==> src/srtk_pick.sv <==
`default_nettype none
module srtk_pick #(
    parameter int N  = 32,
    parameter int IW = $clog2(N)
) (
    input  wire  [N-1:0]  i_vec,
    output logic          o_any,
    output logic [N-1:0]  o_first,
    output logic [N-1:0]  o_before,
    output logic [IW-1:0] o_index
);
    localparam int LV = $clog2(N);

    logic [N-1:0] p [0:LV];

    always_comb begin
        p[0] = i_vec;
        for (int l = 0; l < LV; l++) begin
            for (int i = 0; i < N; i++) begin
                if (i >= (1 << l)) begin
                    p[l+1][i] = p[l][i] | p[l][i - (1 << l)];
                end else begin
                    p[l+1][i] = p[l][i];
                end
            end
        end
    end

    assign o_any    = p[LV][N-1];
    assign o_before = {p[LV][N-2:0], 1'b0};
    assign o_first  = i_vec & ~o_before;

    always_comb begin
        o_index = '0;
        for (int i = 0; i < N; i++) begin
            if (o_first[i]) begin
                o_index = o_index | IW'(i);
            end
        end
    end

endmodule
`default_nettype wire
==> config.mk <==
export PLATFORM = sky130hd
export DESIGN_NAME = srtk_pick
export DESIGN_NICKNAME = d
export VERILOG_FILES = /design/src/srtk_pick.sv
export SDC_FILE = /design/constraint.sdc
export NUM_CORES = 1
export LEC_CHECK = 0
export BUFFER_PORTS_ARGS = -buffer_cell sky130_fd_sc_hd__buf_2
export CELL_PAD_IN_SITES_DETAIL_PLACEMENT = 1
export CELL_PAD_IN_SITES_GLOBAL_PLACEMENT = 1
export CORE_MARGIN = 1.5
export CORE_UTILIZATION = 23
export DETAILED_ROUTE_END_ITERATION = 6
export GPL_TIMING_DRIVEN = 1
export PLACE_DENSITY_LB_ADDON = 0.1
export SYNTH_ARGS = -nofsm -noshare
export SYNTH_HDL_FRONTEND = slang
export SYNTH_SLANG_ARGS = --single-unit
==> constraint.sdc <==
create_clock -name vclk -period 3.9
set_input_delay 0.78 -clock vclk [all_inputs]
set_output_delay 0.78 -clock vclk [all_outputs]
set_load 0.01 [all_outputs]
==> results by group <==
Clock network
  • Post-CTS sizing: 0
  • Hold Buf Count CTS: 0
  • Setup bufs post-CTS: 0

Cells and area
  • Layout cell share with drive strength beyond 1: 0.466
  • Register area: 0 sq um
  • # diodes: 0
  • Clock buffers: 0
  • Non-Filler Instances: about 310
  • Layout net count: just under 300
  • Fin area: roughly 0.0015 sq mm
  • Seq Cell Count: 0
  • Area delta synth->final: 60.8%

Job
  • Max Cap Violations: 0

Die
  • Top Ports: 102
  • Die Footprint: roughly 0.0046 sq mm
  • Chip height: ~68 um
  • Die W: roughly 68 um
  • Core area: 0.00400 sq mm
  • Initial core utilization: 0.240
  • Std cell rows: 23

Min path
  • Worst Hold Class: primary input to output port
  • Worst hold path startpoint: i_vec[0]
  • Hold EP: o_before[1]
  • Hold Path Cell Cnt: 2

STA
  • RSZ-0062 raised after global routing: false
  • Tmin final: roughly 3500 ps
  • Fin. Hold Viols: 0
  • Hold WS: ~1800 ps
  • Crit share post-route: 0.898
  • Setup violators final: 0
  • Slew Viols, Final: 0
  • Setup TNS: 0 ps
  • Max Freq: around 0.29 GHz

Power
  • Power Dens Cells: a little over 50 mW/mm^2
  • Leak Pwr: approximately 0.76 nW
  • Maximum VDD drop: 16.3 uV
  • Total power: about 0.08 mW

Yosys
  • Post-synthesis sequential area ratio: 0
  • Largest family of logic cells by synthesized area: simple AND/OR/NAND/NOR gates
  • Synth Area in Adders: 0
  • Synth top cells by count: nor2_1 (29), nand2_1 (17), inv_1 (16)
  • Mapped Cells: roughly 160
  • Mapped Area: 960 sq um
  • Post-synth top area share: 0.113
  • Avg Inst Size Synth: 5.96 sq um
  • Synth Area in Compound Gates: 0.159
  • Largest area contributor in the netlist: nor2_1
  • XOR/XNOR Fraction of Synth Area: 0
  • Simple-gate area share of the yosys netlist: 0.739
  • Post-synthesis mux area share: 0
  • Synth unique cells: between 40 and 50
  • Warnings from Yosys: 0
  • Ranking of synthesized cells by area: nor2_1 (11%), and3_1 (7.2%), nand2_1 (6.6%)
  • Most frequent cell after synthesis: nor2_1
  • Mapped Nets: about 190

Route
  • Vias: roughly 1600
  • Initial DRC count: 50
  • WL per Instance: 14.2 um
  • Detailed Routing Iterations Pass 1: 4
  • Remaining DRCs: 0
  • DRT Wirelength: between 4000 and 5000 um
  • Via/cell ratio: 5.03
  • DRT antenna net count: 0

Global route
  • Vias in the first global route: ~1500
  • Initial antenna violation count: 0
  • Pin count of the biggest net entering global routing: 10
  • All-Layer GR Usage: 0.187
  • First-pass GRT wire length: about 6900 um
  • Grt ovf: 0

Placement
  • Routability Congestion: around 0.84
  • Cell Area, Placed: between 0.0015 and 0.002 sq mm
  • Port Buf Inserts: around 100
  • Post-DP HPWL: a little under 4000 um
  • Inst Count DP: ~310

Critical path
  • WP data arrival: ~2700 ps
  • Crit-path max FO: 8
  • Worst setup EP type: output port
  • Critical path launch point type: primary input
  • WS Path Type: primary input to output port
  • CP required: ~3100 ps

Status
  • Outcome: complete, no violations
cells by family (layout without fill, tap and decap cells):
family / count (synthesis) / in the layout
buffers and inverters: 22 / 125
AND/OR/NAND/NOR: 117 / 117
AO/OA/AOI/OAI: 21 / 21
other: 1 / 1
final cells by class:
cell class         instances  area [sq um]
inverters                 19          71.3
repair buffers           106           543
multi-input cells        139           866
fillers                  581          2460
well taps                 50          62.6
report_power, final:
part	internal, mW	leakage [nW]	switching (mW)
Clock	0	0	0
Combinational	0.0288	0.758	0.0512
Sequential	0	0	0
Total	0.0288	0.758	0.0512
worst max-delay path: stages:
cell and delay, ps:
buf_2 120, nor4_4 480, inv_2 110, nor2_4 190, inv_2 90, or3_1 420, o21a_1 250, o2111ai_1 110
buf_2 160
layout by cell type, fill, tap and decap left out, types with 2 or more instances in the layout:
cell,count
inv_2,3
nor3b_1,2
nor3_1,4
or2_2,4
o2111ai_1,3
buf_4,5
and2_1,5
inv_1,16
or3_1,7
nor2b_1,3
and3_1,11
nor4b_1,2
nor4_4,3
nand3_1,5
nor4_1,9
nor2_1,29
nand2_1,17
nand2b_1,2
a21oi_1,5
buf_2,101
nand4_1,4
nand4b_1,2
o211ai_1,3
how the worst max path moves through the flow:
stage              start         end  slack (ps)  cells after the start
2_1_floorplan  i_vec[17]  o_index[0]         580                      6
3_3_place_gp    i_vec[3]  o_index[3]         370                      9
3_5_place_dp    i_vec[3]  o_index[3]         380                      9
4_1_cts         i_vec[3]  o_index[3]         380                      9
5_1_grt         i_vec[3]  o_index[3]         260                      9
6_report        i_vec[3]  o_index[3]         400                      9
metal layers:
| layer | track usage | wire length [um] |
|---|---|---|
| met2 | 0.346 | 2160 |
| met3 | 0.0150 | 298 |
| met1 | 0.250 | 1990 |
| met4 | 0 | 0 |
| met5 | 0 | 0 |
metrics by stage:
step	util	setup WS (ps)
after floorplan	-	576
after global placement	0.386	367
after detailed placement	0.386	385
after CTS	0.386	378
after global routing	0.386	262
final	0.386	398
Note: power is estimated with default switching activity, not from simulation.
