--- src/srtk_pkg.sv ---
`default_nettype none
package srtk_pkg;

    typedef struct packed {
        logic signed [31:0] id;
        logic signed [31:0] key;
        logic signed [31:0] incident;
        logic               urgent;
        logic [2:0]         tier;
    } t_row;

    typedef struct packed {
        logic write_new;
        logic shift;
    } t_cell_ctl;

    localparam logic [1:0] FN_INSERT = 2'd0;
    localparam logic [1:0] FN_FIND   = 2'd1;
    localparam logic [1:0] FN_READ   = 2'd2;
    localparam logic [1:0] FN_CLEAR  = 2'd3;

    localparam logic [3:0] ST_INSERTED  = 4'd0;
    localparam logic [3:0] ST_UPDATED   = 4'd1;
    localparam logic [3:0] ST_DROPPED   = 4'd2;
    localparam logic [3:0] ST_ZERO_ID   = 4'd3;
    localparam logic [3:0] ST_FOUND     = 4'd4;
    localparam logic [3:0] ST_NOT_FOUND = 4'd5;
    localparam logic [3:0] ST_READ_OK   = 4'd6;
    localparam logic [3:0] ST_ROW_EMPTY = 4'd7;
    localparam logic [3:0] ST_CLEARED   = 4'd8;

endpackage
`default_nettype wire

--- src/srtk_cell.sv ---
`default_nettype none
module srtk_cell (
    input  wire                    i_clk,
    input  wire                    i_cmp,
    input  wire                    i_occ,
    input  srtk_pkg::t_row         i_new,
    input  srtk_pkg::t_row         i_prev,
    input  srtk_pkg::t_cell_ctl    i_ctl,
    output srtk_pkg::t_row         o_row,
    output logic                   o_hit,
    output logic                   o_less
);
    import srtk_pkg::*;

    t_row r_row;
    logic r_hit;
    logic r_less;

    always_ff @(posedge i_clk) begin
        if (i_cmp) begin
            r_hit  <= i_occ && (r_row.id == i_new.id);
            r_less <= i_occ && (i_new.key > r_row.key);
        end
        if (i_ctl.write_new) begin
            r_row <= i_new;
        end else if (i_ctl.shift) begin
            r_row <= i_prev;
        end
    end

    assign o_row  = r_row;
    assign o_hit  = r_hit;
    assign o_less = r_less;

endmodule
`default_nettype wire

--- config.mk ---
export PLATFORM = sky130hd
export DESIGN_NAME = srtk_cell
export DESIGN_NICKNAME = d
export VERILOG_FILES = /design/src/srtk_pkg.sv /design/src/srtk_cell.sv
export SDC_FILE = /design/constraint.sdc
export NUM_CORES = 1
export LEC_CHECK = 0
export CORE_AREA = 4 4 118 120
export DETAILED_ROUTE_END_ITERATION = 8
export DIE_AREA = 0 0 122 124
export DONT_BUFFER_PORTS = 1
export PLACE_DENSITY = 0.7
export SYNTH_ARGS = -nofsm -noshare
export SYNTH_HDL_FRONTEND = slang
export SYNTH_SLANG_ARGS = --single-unit
--- constraint.sdc ---
create_clock -name i_clk -period 2.5 [get_ports i_clk]
set_input_delay 0.5 -clock i_clk [delete_from_list [all_inputs] [get_ports i_clk]]
set_output_delay 0.5 -clock i_clk [all_outputs]
set_load 0.005 [all_outputs]
==> summary by stage <==
Run status
The run finished with clean final reports.

Drt
The number of iterations in the first detailed-routing pass is 6. After detailed routing, the number of remaining DRC violations is 0. The final layout contains routed wiring with a total length of 13,200 um. In this run the remaining antenna-violating nets after routing total 0. Dividing the detail-routed wire length by the instance count gives 23.6 um.

The via density per instance is 5.37. For this block, the initial DRC count from the detailed router was 94. For this block, the via count after detailed routing is 2,992.

Timing
The final number of setup-violating endpoints is 0. The final-report max-slew violation count is 0. The slew at the pin closest to its max-slew limit is 703 ps.

The final hold violation count is 0. The fraction of the cycle the final worst path needs is 0.848. Static timing analysis puts the maximum clock frequency at 472 MHz. Setup repair after global routing left no endpoint under its margin. The worst path needs 2120 ps of the cycle, external delays included.

The clock arrives with 6.53 ps of skew. After layout, the worst setup slack is 381 ps. The worst relative slew slack is 0.531. The final sum of negative setup slack is 0 ps.

Placement
The placer's final routability congestion estimate is 0.808. The number of placed instances, taps included, is 541. The half-perimeter wire length of the detailed placement result is 10,600 um. During placement, the flow inserted port buffers numbering 0.

The post-place setup slack is 244 ps.

Synth
The proportion of synthesized flip-flops having asynchronous set or reset is 0. During synthesis, Yosys emitted a total of 0 warnings. Of the post-synthesis cell area, the dominant cell type holds 0.563. The most used flip-flop cell after synthesis is sky130_fd_sc_hd__edfxtp_1.

The part of the Yosys area used for sequential elements is 0.563. The number of nets produced by synthesis is 609. sky130_fd_sc_hd__edfxtp_1 takes more of the synthesized area than any other cell.

The synthesized design contains 102 enable-type register cells. The library cell with the highest instance count after synthesis is sky130_fd_sc_hd__edfxtp_1. The gate count after technology mapping is 372. The mapped netlist covers 0.00544 sq mm. By count the netlist is led by 102 x sky130_fd_sc_hd__edfxtp_1, 100 x sky130_fd_sc_hd__mux2_2, 34 x sky130_fd_sc_hd__inv_1, 32 x sky130_fd_sc_hd__ha_1, 28 x sky130_fd_sc_hd__xnor2_1. Counting distinct cell types in the post-synthesis netlist gives 30. By area the synthesized netlist is led by sky130_fd_sc_hd__edfxtp_1 56%, sky130_fd_sc_hd__mux2_2 21%, sky130_fd_sc_hd__ha_1 7.4%, sky130_fd_sc_hd__xnor2_1 4.5%, sky130_fd_sc_hd__inv_1 2.3%.

A synthesized cell averages 14.6 sq um. After synthesis the netlist holds a flip-flop and latch count of 102.

Global route
The number of antenna violations at the first check in global routing is 0. The global-route wire length before repair is 18,600 um. The number of global-route vias before repair is 3,210.

Entering global routing, the biggest net connects 102 pins. Across every metal layer, demand over resource in global routing totals 0.165. The global route total overflow is 0.

Clock network
Gates resized during post-CTS repair numbered 0. The clock tree from TritonCTS is done. The CTS buffer count is 9. At the later pin of the worst-skew pair, clock insertion delay measures 340 ps. The longest clock path from root to sink contains 2 buffers. The cell chosen for the clock root is sky130_fd_sc_hd__clkbuf_16. CTS built an H-tree with a depth of 3. The clock net in this run drives a total of 102 sinks. The number of post-CTS setup repair buffers is 0. The clock transition time at the flip-flop clock pins of the worst setup and hold paths is 60 ps. In this run, post-CTS hold repair placed 0 buffers.

Power and ir drop
Across the VDD grid, the largest voltage drop is 0.387 mV. For this design the static power due to leakage is 2.21 nW. Total power for the finished layout comes to 4.03 mW. Dividing total power by cell area gives a power density of 680 mW/mm^2.

Layout
The number of nets in the final layout is 613. The area growth from synthesis to layout is 8.71%. The fraction of final layout cells sized beyond drive strength 1 is 0.325. The number of antenna cells inserted is 0. Measured on the finished design, the core utilization comes to 0.456. The final non-filler cell total is 557.

Critical path
The critical path's largest stage delay is 410 ps. The startpoint identified for the worst register-to-register timing path is o_row[53]. The data arrival time at the worst-slack endpoint is 2210 ps.

Broken down by cell family, the worst path's largest delay share belongs to compound AO/OA/AOI/OAI gates. In this run the worst path has a maximum fanout of 2. The number of buffers and inverters on the critical path is 1.

The worst setup path is captured at a flop. For the worst setup path, the data required time is 2590 ps. The cell with the largest stage delay on the worst path is sky130_fd_sc_hd__edfxtp_1.

The type of origin of the critical path is a flop. The launching element of the worst setup path is o_row[53]. The critical path goes through inv_1 > ha_1 > a41o_1 > a21oi_1 > o221ai_2 > a2111oi_2 > nand2_1 > mux2i_1.

The category of the most critical setup path is reg -> reg.

Worst hold path
In this run the worst hold path is classified as in -> reg. The worst hold path begins at i_cmp.

Die
The initial core utilization is 0.419. The height of the die is 124 um. The die covers 0.0151 sq mm.

In this run the count of I/O pins placed on the die edge is 307. The die is 122 um wide. The initialized floorplan defines 42 standard-cell rows. In this run the standard cell core region covers 0.0130 sq mm.

Job
The count of maximum capacitance violations is 0.
-- through the flow --
| stage | instance area, sq um | hold slack (ps) |
|---|---|---|
| after floorplan | 5450 | 612 |
| after global placement | 5640 | 613 |
| after detailed placement | 5640 | 613 |
| after CTS | 5920 | 247 |
| after global routing | 5920 | 244 |
| final | 5920 | 272 |
-- where the power goes --
| part | switching, mW | total [mW] | internal (mW) |
|---|---|---|---|
| registers | 0.161 | 2.27 | 2.11 |
| logic | 0.195 | 0.457 | 0.263 |
| clock network | 0.621 | 1.30 | 0.675 |
-- sequential cells by signal, indices dropped and copies added (netlist names) --
name and count:
o_less 1, o_hit 1, o_row 100
-- final timing paths --
kind	to	slack [ps]	cells after the start
max	o_less	380	8
min	o_less	270	0
max reg2reg	o_less	380	8
min reg2reg	o_hit	920	4
-- cell type report --
type / instances / area, sq um
Inverter: 34 / 128
Fill cell: 1171 / 7060
Clock inverter: 7 / 48.8
Tap cell: 176 / 220
Multi-Input combinational cell: 225 / 2200
Clock buffer: 9 / 225
Timing Repair Buffer: 4 / 30.0
Sequential cell: 102 / 3060
-- per-layer routing --
layer | global-route usage | share of wire | up-vias
li1 | - | - | 1402
met1 | 0.189 | 0.36 | 1421
met2 | 0.284 | 0.52 | 157
met3 | 0.0731 | 0.10 | 12
met4 | 0.0427 | 0.010 | 0
met5 | 0 | 0 | -
-- worst register-to-register path, stage by stage (launching register included) --
cell,delay [ps]
sky130_fd_sc_hd__edfxtp_1,410
sky130_fd_sc_hd__inv_1,80
sky130_fd_sc_hd__ha_1,230
sky130_fd_sc_hd__a41o_1,240
sky130_fd_sc_hd__a21oi_1,150
sky130_fd_sc_hd__o221ai_2,110
sky130_fd_sc_hd__a2111oi_2,400
sky130_fd_sc_hd__nand2_1,110
sky130_fd_sc_hd__mux2i_1,140
-- layout by cell type, fill, tap and decap left out, drive strengths merged, types with 2 or more instances in the layout --
cell	netlist	layout
a21o	5	5
a21oi	11	11
buf	9	4
clkbuf	2	9
clkinv	0	3
clkinvlp	0	3
edfxtp	102	102
ha	32	32
inv	34	35
mux2	100	100
nand2	6	6
nand3	4	4
nand4	14	14
nor2	2	2
nor2b	2	2
nor4	5	5
xnor2	28	28
xor2	4	4
-- logic make-up after synthesis --
group / count (synthesis) / synth area share
simple gates: 35 / 0.0356
buf+inv: 45 / 0.0331
compound gates: 25 / 0.0349
fa+ha+maj: 32 / 0.0735
mux: 101 / 0.209
flops: 102 / 0.563
xor+xnor: 32 / 0.0515
Note: power is estimated with default switching activity, not from simulation.
